**config.mk**
```make
export PLATFORM = sky130hd
export DESIGN_NAME = blocklist_table_with_hit_counters
export DESIGN_NICKNAME = d
export VERILOG_FILES = /design/src/rtl/core/bltab_pkg.sv /design/src/rtl/core/bltab_match.sv /design/src/rtl/core/blocklist_table_with_hit_counters.sv
export SDC_FILE = /design/constraint.sdc
export NUM_CORES = 2
export LEC_CHECK = 0
export ABC_AREA = 1
export CELL_PAD_IN_SITES_DETAIL_PLACEMENT = 1
export CELL_PAD_IN_SITES_GLOBAL_PLACEMENT = 2
export CORE_UTILIZATION = 30
export DETAILED_ROUTE_END_ITERATION = 6
export DONT_BUFFER_PORTS = 1
export GPL_TIMING_DRIVEN = 0
export PLACE_DENSITY = 0.67
export REMOVE_ABC_BUFFERS = 1
export SKIP_LAST_GASP = 1
export SLEW_MARGIN = 10
export SYNTH_ARGS = -nofsm -noshare
export SYNTH_HDL_FRONTEND = slang
export SYNTH_SLANG_ARGS = --single-unit
```
**constraint.sdc**
```tcl
create_clock -name clk -period 12.5 [get_ports clk]
set_clock_uncertainty 0.05 [all_clocks]
set_input_delay 1.875 -clock clk [delete_from_list [all_inputs] [get_ports clk]]
set_output_delay 1.875 -clock clk [all_outputs]
set_load 0.01 [all_outputs]
```
**src/rtl/core/bltab_pkg.sv**
```systemverilog
package bltab_pkg;

	localparam int TableEntriesDef = 16;

	localparam int OpW  = 3;
	localparam int IdW  = 64;
	localparam int StW  = 3;
	localparam int CntW = 32;

	typedef logic [OpW-1:0]  op_t;
	typedef logic [StW-1:0]  st_t;
	typedef logic [IdW-1:0]  id_t;
	typedef logic [CntW-1:0] cnt_t;

	localparam op_t OP_CHECK   = 3'd0;
	localparam op_t OP_BLOCK   = 3'd1;
	localparam op_t OP_UNBLOCK = 3'd2;
	localparam op_t OP_QUERY   = 3'd3;
	localparam op_t OP_CLEAR   = 3'd4;

	localparam st_t ST_OK       = 3'd0;
	localparam st_t ST_DENIED   = 3'd1;
	localparam st_t ST_PRESENT  = 3'd2;
	localparam st_t ST_NOTFOUND = 3'd3;
	localparam st_t ST_FULL     = 3'd4;

	typedef struct packed {
		logic hit;
		logic full;
	} lookup_t;

endpackage

```
**src/rtl/core/bltab_match.sv**
```systemverilog
module bltab_match import bltab_pkg::*; #(
	parameter int ENTRIES = TableEntriesDef
) (
	input  logic [ENTRIES-1:0] valid,
	input  id_t                keys [ENTRIES],
	input  id_t                id,
	output logic [ENTRIES-1:0] hit_oh,
	output logic [ENTRIES-1:0] free_oh,
	output lookup_t            look
);

	always_comb begin
		for (int i = 0; i < ENTRIES; i++) begin
			hit_oh[i] = valid[i] && (keys[i] == id);
		end
	end

	// The lowest clear bit of the valid vector is the first free entry.
	assign free_oh   = ~valid & (valid + ENTRIES'(1));
	assign look.hit  = |hit_oh;
	assign look.full = &valid;

endmodule

```
**src/rtl/core/blocklist_table_with_hit_counters.sv**
```systemverilog
// An accepted input word is held in stage 1; its result word is registered.
// Throughput: one word per cycle unless out_ready stalls the output; lookup
// and update share stage 1, so back-to-back words see each other's effects.
// Reset clears all entry valid bits and the pipeline valid flags at once;
// keys and counters are left unreset and are only read behind a valid bit.
module blocklist_table_with_hit_counters import bltab_pkg::*; #(
	parameter int TABLE_ENTRIES = TableEntriesDef
) (
	input  logic clk,
	input  logic arst_n,
	input  logic in_valid,
	output logic in_ready,
	input  op_t  op,
	input  id_t  file_id,
	output logic out_valid,
	input  logic out_ready,
	output st_t  status,
	output cnt_t hit_count
);

	logic                     valid_s1;
	op_t                      op_s1;
	id_t                      id_s1;
	logic                     out_valid_q;
	st_t                      status_q;
	cnt_t                     hit_count_q;

	logic [TABLE_ENTRIES-1:0] entry_valid_q;
	id_t                      entry_key_q   [TABLE_ENTRIES];
	cnt_t                     entry_count_q [TABLE_ENTRIES];

	logic [TABLE_ENTRIES-1:0] hit_oh;
	logic [TABLE_ENTRIES-1:0] free_oh;
	lookup_t                  look;

	logic                     advance;
	logic                     do_s1;
	cnt_t                     sel_count;
	st_t                      status_d;
	cnt_t                     count_d;
	logic [TABLE_ENTRIES-1:0] valid_d;
	logic [TABLE_ENTRIES-1:0] key_we;
	logic [TABLE_ENTRIES-1:0] cnt_inc;

	assign advance  = !out_valid_q || out_ready;
	assign in_ready = !valid_s1 || advance;
	assign do_s1    = valid_s1 && advance;

	always_ff @(posedge clk or negedge arst_n) begin
		if (!arst_n) begin
			valid_s1 <= 1'b0;
		end else if (in_ready) begin
			valid_s1 <= in_valid;
		end
	end

	always_ff @(posedge clk) begin
		if (in_valid && in_ready) begin
			op_s1 <= op;
			id_s1 <= file_id;
		end
	end

	bltab_match #(
		.ENTRIES(TABLE_ENTRIES)
	) u_match (
		.valid  (entry_valid_q),
		.keys   (entry_key_q),
		.id     (id_s1),
		.hit_oh (hit_oh),
		.free_oh(free_oh),
		.look   (look)
	);

	always_comb begin
		sel_count = '0;
		for (int i = 0; i < TABLE_ENTRIES; i++) begin
			if (hit_oh[i]) begin
				sel_count = sel_count | entry_count_q[i];
			end
		end
	end

	always_comb begin
		status_d = ST_OK;
		count_d  = '0;
		valid_d  = entry_valid_q;
		key_we   = '0;
		cnt_inc  = '0;
		unique case (op_s1)
			OP_CHECK: begin
				if (look.hit) begin
					status_d = ST_DENIED;
					cnt_inc  = hit_oh;
				end
			end
			OP_BLOCK: begin
				if (look.hit) begin
					status_d = ST_PRESENT;
				end else if (look.full) begin
					status_d = ST_FULL;
				end else begin
					valid_d = entry_valid_q | free_oh;
					key_we  = free_oh;
				end
			end
			OP_UNBLOCK: begin
				if (look.hit) begin
					valid_d = entry_valid_q & ~hit_oh;
				end else begin
					status_d = ST_NOTFOUND;
				end
			end
			OP_QUERY: begin
				if (look.hit) begin
					count_d = sel_count;
				end else begin
					status_d = ST_NOTFOUND;
				end
			end
			OP_CLEAR: begin
				valid_d = '0;
			end
			default: begin
				status_d = ST_OK;
			end
		endcase
	end

	always_ff @(posedge clk or negedge arst_n) begin
		if (!arst_n) begin
			entry_valid_q <= '0;
		end else if (do_s1) begin
			entry_valid_q <= valid_d;
		end
	end

	always_ff @(posedge clk) begin
		for (int i = 0; i < TABLE_ENTRIES; i++) begin
			if (do_s1 && key_we[i]) begin
				entry_key_q[i]   <= id_s1;
				entry_count_q[i] <= '0;
			end else if (do_s1 && cnt_inc[i] && !(&entry_count_q[i])) begin
				entry_count_q[i] <= entry_count_q[i] + cnt_t'(1);
			end
		end
	end

	always_ff @(posedge clk or negedge arst_n) begin
		if (!arst_n) begin
			out_valid_q <= 1'b0;
		end else if (advance) begin
			out_valid_q <= valid_s1;
		end
	end

	always_ff @(posedge clk) begin
		if (do_s1) begin
			status_q    <= status_d;
			hit_count_q <= count_d;
		end
	end

	assign out_valid = out_valid_q;
	assign status    = status_q;
	assign hit_count = hit_count_q;

`ifndef SYNTHESIS
	// Keys are unique, so at most one entry can match.
	a_unique_match: assert property (@(posedge clk) disable iff (!arst_n)
		valid_s1 |-> $onehot0(hit_oh))
		else $error("more than one table entry matches the identifier");

	a_clear_empties: assert property (@(posedge clk) disable iff (!arst_n)
		(do_s1 && op_s1 == OP_CLEAR) |=> (entry_valid_q == '0))
		else $error("table not empty after a clear");

	a_count_only_ok: assert property (@(posedge clk) disable iff (!arst_n)
		(out_valid_q && status_q != ST_OK) |-> (hit_count_q == '0))
		else $error("non-zero hit count with a failing status");

	a_full_status: assert property (@(posedge clk) disable iff (!arst_n)
		(do_s1 && status_d == ST_FULL) |-> (&entry_valid_q))
		else $error("table full reported with a free entry");
`endif

endmodule
```
* Word-level counts from Yosys, hierarchy flattened
Memory sizes are Yosys's and may differ from the RTL's.
Cells that the tools add are included.
** Operators by class
- Add/subtract/negate cells :: 17
- Eq/ne operators :: 23
- Muxes and demuxes :: 126
- Bitwise logic cells :: 36
- Reductions and logical operators :: 109
** Operator list (number)
- == test 64 bit :: 16
- two-way mux 32 bit :: 32
- adder 32 x 1 -> 32 bit (second input constant) :: 16
- AND reduction 32 bit :: 16
- bitwise OR 32 bit :: 15
- two-way mux 16 bit :: 8
- two-way mux 1 bit :: 81
- logical AND 1 bit :: 66
- one-hot mux 16 bit (3 select lines) :: 1
- bitwise AND 16 bit :: 2
- inverter 16 bit :: 2
- logical NOT 1 bit :: 18
- adder 16 x 1 -> 16 bit (second input constant) :: 1
- bitwise OR 1 bit :: 16
- bitwise OR 16 bit :: 1
- AND reduction 16 bit :: 1
- OR reduction 16 bit :: 1
- one-hot mux 3 bit (3 select lines) :: 1
- == test 3 x 2 -> 1 bit (second input constant) :: 2
- two-way mux 3 bit :: 2
- != test 2 bit (second input constant) :: 3
- AND reduction 5 bit :: 1
- == test 3 x 1 -> 1 bit (second input constant) :: 1
- == test 3 bit (second input constant) :: 1
- other kinds (6) :: 7
** Word-level totals
- Bits in registers :: 1144
- Memory bits (writable) :: 512
- Input bits :: 71
- Output and inout bits :: 37
- Word-level logic and storage cells :: 335
- Memories kept :: 1
** Memory list
- entry_count_q :: words 16, width 32, rd ports 16, clocked after memory_dff 0, wr ports 16, line blocklist_table_with_hit_counters.sv:30 : cnt_t entry_count_q [TABLE_ENTRIES];

* Longest topological paths before layout
- Depth in word-level cells :: 33
- Mapped depth :: 21
- Gate-level depth less buffers :: 17

* Hierarchy
A second synthesis with hierarchy kept.
** Unflattened totals
- Cell total of the unflattened synthesis :: 10223
- Area total of the unflattened synthesis :: 87737.9 um2
** Modules (own cells, without submodules)
- blocklist_table_with_hit_counters :: times used 1, cells each 6739, area an instance 72049.1 um2, sequential area each 49637.6 um2
- bltab_match :: times used 1, cells each 3484, area an instance 15688.8 um2, sequential area each 0.0 um2

* Least setup slack after synthesis
Ideal clock, no wire load.
- Path kind :: input to register
- From :: input port out_ready
- To :: register entry_key_q[448] (netlist name) (enable)
- Library setup time :: 0.486 ns
- Data arrival time :: 6.122 ns
- Required time :: 11.964 ns
- Slack :: 5.842 ns
- Stages :: 10
- Buffers on the path :: 0
- Cell sequence :: inv_1 -> nand2_1 -> nand2_1 -> inv_1 -> nand2_1 -> nor2_1 -> inv_1 -> nor2_1 -> inv_1 -> nor2_1
** On the way
- Word-level cells in the longest chain between the ends :: 3
** Ends and longest elaborated chain
- from (decl) :: line blocklist_table_with_hit_counters.sv:16 : input logic out_ready,
- logical OR 1 bit :: line blocklist_table_with_hit_counters.sv:45 : assign advance = !out_valid_q || out_ready;
- logical AND 1 bit :: line blocklist_table_with_hit_counters.sv:47 : assign do_s1 = valid_s1 && advance;
- via do_s1 :: line blocklist_table_with_hit_counters.sv:37 : logic do_s1;
- logical AND 1 bit :: line blocklist_table_with_hit_counters.sv:140 : if (do_s1 && key_we[i]) begin
- to (signal, indexed assignment) :: line blocklist_table_with_hit_counters.sv:141 : entry_key_q[i] <= id_s1;
- to (decl) :: line blocklist_table_with_hit_counters.sv:29 : id_t entry_key_q [TABLE_ENTRIES];
The timed path passes the listed nets, and every way through them passes these cells.
A chain may end at the register's enable or synchronous reset.

==> flow_summary_export.csv <==
group,metric,value,unit
clock_network,clk_latency,0.89,ns
yosys,synth_warnings,0,
finish,area_delta_synth_final,15.0,%
yosys,netlist_instances,8532,
finish,drive_gt1_frac,0.0669,
grt,track_usage,0.186,
timing,finalHoldViolCount,0,
setup_path,path_max_fanout,33,
clock_network,hold_buffers,0,
placed_design,routabilityCongestion,0.883,
placed_design,hpwl,194000,µm
hold_path,hold_class,"reg -> reg",
setup_path,path_common_cell,"nor2_1",
timing,layout_min_cycle_time,6.88,ns
timing,fmax,0.145,GHz
finish,nets,8722,
clock_network,htreeDepth,4,
detailed_routing,via_per_inst,4.64,
yosys,yosys.area_share.simple,0.196,
yosys,netlist.area_leader.share,0.587,
setup_path,required,12.95,ns
floorplanning,die_width,530,µm
floorplanning,die_y,530,µm
setup_path,critPathLaunchType,"flip-flop",
timing,worstMarginPinSlew,1.25,ns
grt,grt_pass1_vias,58700,
floorplanning,design.die.area,0.281,mm²
setup_path,crit_slowest_cell,"nand3_2",
clock_network,root_buffer,"clkbuf_16",
setup_path,end_kind,"flip-flop",
yosys,ys_top_cells_by_area,"edfxtp_1, xor2_1, nand2_1",
flow_run,drv_cap,0,
power,ir_worst_vdd,0.000138,V
clock_network,cts_setup_buffers,0,
yosys,synth_area,0.0838,mm²
detailed_routing,first_iter_violations,3557,
clock_network,path_clk_slew,0.07,ns
timing,finalSetupViolations,0,
yosys,synth_top_flop_cell,"edfxtp_1",
yosys,synth_edf_count,1638,
yosys,yosysSeqAreaShare,0.593,
detailed_routing,wl,265000,µm
detailed_routing,wl_per_cell,21.2,µm
timing,period_share,0.551,
detailed_routing,ant_nets,0,
yosys,synthArstFlopShare,0.0109,
timing,max_slew_margin,0.166,
setup_path,max_stage_delay,1.07,ns
grt,grt-ovfl-total,0,
yosys,synthMuxAreaShare,0,
timing,finalSetupTns,0,ns
status,status,"finished with violations",
placed_design,port_buffers,0,
grt,grt_pass1_wl,389000,µm
floorplanning,initial_utilization,0.302,
yosys,syn-mean-instance-area,9.82,µm²
yosys,synth_top_family_by_area,"simple AND/OR/NAND/NOR gates",
grt,grt_max_degree,54,
clock_network,numClockSinks,1656,
detailed_routing,drc_errors,1,
power,p_leak,39.3,nW
yosys,synthAdderAreaFrac,0.00239,
grt,antenna_found_initial,19,
clock_network,cts_resized,0,
detailed_routing,drt_pass1_iterations,7,
timing,grt_setup_unrepaired,"no",
yosys,synth_compound_area_frac,0.0281,
clock_network,cts_tree,"yes",
floorplanning,pin_count,108,
floorplanning,rows,193,
yosys,synth_cell_types,45,
yosys,synth_top_area_cell,"edfxtp_1",
power,p_per_area,131,mW/mm²
setup_path,worstPathArrival,7.34,ns
detailed_routing,vias,57900,
setup_path,path_cells,"xor2_1, nor2_1, nand2_1, nor2_1, nand2_1, nor2_1, nand3_2, nand2_1, nor2_1, nand2_2, nor2_4, nor2_8, buf_12, nand3_2, o21ai_4, buf_12",
yosys,synthXorXnorAreaFrac,0.112,
finish,final_core_util,0.348,
yosys,synth-seq-cells,1656,
clock_network,cts_buffers,199,
timing,slew_viol_final,0,
power,finalPower,12.7,mW
clock_network,cts.path.max_buffers,4,
setup_path,critPathKind,"reg -> reg",
floorplanning,placeableCoreArea,0.277,mm²
yosys,ys_top_cells_by_count,"nand2_1, edfxtp_1, nor2_1",
yosys,yosysMostFrequentCell,"nand2_1",
status,failed_checks,"design-rule violations",
-- cells by family (layout without fill, tap and decap cells) --
group	count (synthesis)	count (layout)
xor gates and xnor gates	1075	1075
and+or+nand+nor	4067	4067
other	0	5
adders and majority gates	16	16
AOI/OAI and AO/OA	409	409
buffers and inverters	1309	1565
DFF	1656	1656
-- routing by layer --
layer  track usage  part of all wire  up-vias  wire [µm]
met3        0.0247             0.038      383       9970
met4        0.0648             0.036       24       9410
met1         0.243              0.45    28800     119000
met5             0           0.00052        -        139
li1              -                 -    27800          -
met2         0.314              0.48      937     126000
-- registers in the layout, indices dropped and copies added (netlist names) --
register and count:
entry_count_q 512, entry_key_q 1024, entry_valid_q 16, hit_count 32, id_s1 64, op_s1 3
out_valid 1, status 3, valid_s1 1
-- path summary, 6_finish.rpt --
check                           startpoint                    end  slack [ns]  cells after the start
min in group asynchronous           arst_n       entry_valid_q[3]        0.63                      0
worst min-delay path              id_s1[3]       entry_key_q[835]        0.44                      0
worst min register to register    id_s1[3]       entry_key_q[835]        0.44                      0
worst max register to register   id_s1[63]  entry_count_q[0][211]        5.62                     16
max in group asynchronous           arst_n       entry_valid_q[2]       11.66                      0
worst max-delay path             id_s1[63]  entry_count_q[0][211]        5.62                     16
-- layout by cell type, fill, tap and decap left out, types with 55 or more instances in the layout --
master     instances
nand2_1         1913
edfxtp_1        1638
nor2_1          1538
inv_1           1021
xor2_1           984
clkbuf_16        203
nand3_1          169
nor3_1           154
nand4_1          146
o21ai_0          143
o22ai_1          129
xnor2_1           91
a21oi_1           79
buf_8             55
-- where the power goes --
| part | switching [mW] | internal [mW] |
|---|---|---|
| Combinational | 0.377 | 0.227 |
| Sequential | 0.114 | 6.16 |
| Clock | 2.41 | 3.38 |
| Total | 2.90 | 9.77 |
-- metrics by stage --
step	worst slack [ns]	area [µm²]	hold WS, ns	std cells
2_1_floorplan	5.84	82000	0.414	8285
3_3_place_gp	0.351	86700	0.427	12000
3_5_place_dp	4.38	89700	0.435	12100
4_1_cts	4.31	96100	0.448	12500
5_1_grt	5.25	96300	0.464	12500
6_report	5.62	96400	0.445	12500
-- worst max-delay path, delay by kind of cell (launching register included) --
family / cells / cell delay [ns]
buffers and inverters: 2 / 0.56
AND/OR/NAND/NOR: 12 / 4.13
XOR/XNOR: 1 / 0.15
flip-flops: 1 / 0.89
AO/OA/AOI/OAI: 1 / 0.54
-- cell type report --
class / count / area, µm²
multi-input combinational: 5567 / 28700
antenna: 5 / 12.5
clock buffer: 250 / 5260
clock inverter: 104 / 1060
tap: 3705 / 4640
timing repair buffer: 149 / 3030
inverter: 1062 / 4010
fill: 31200 / 181000
sequential: 1656 / 49600
No activity file was read; power rests on OpenSTA's default activity.
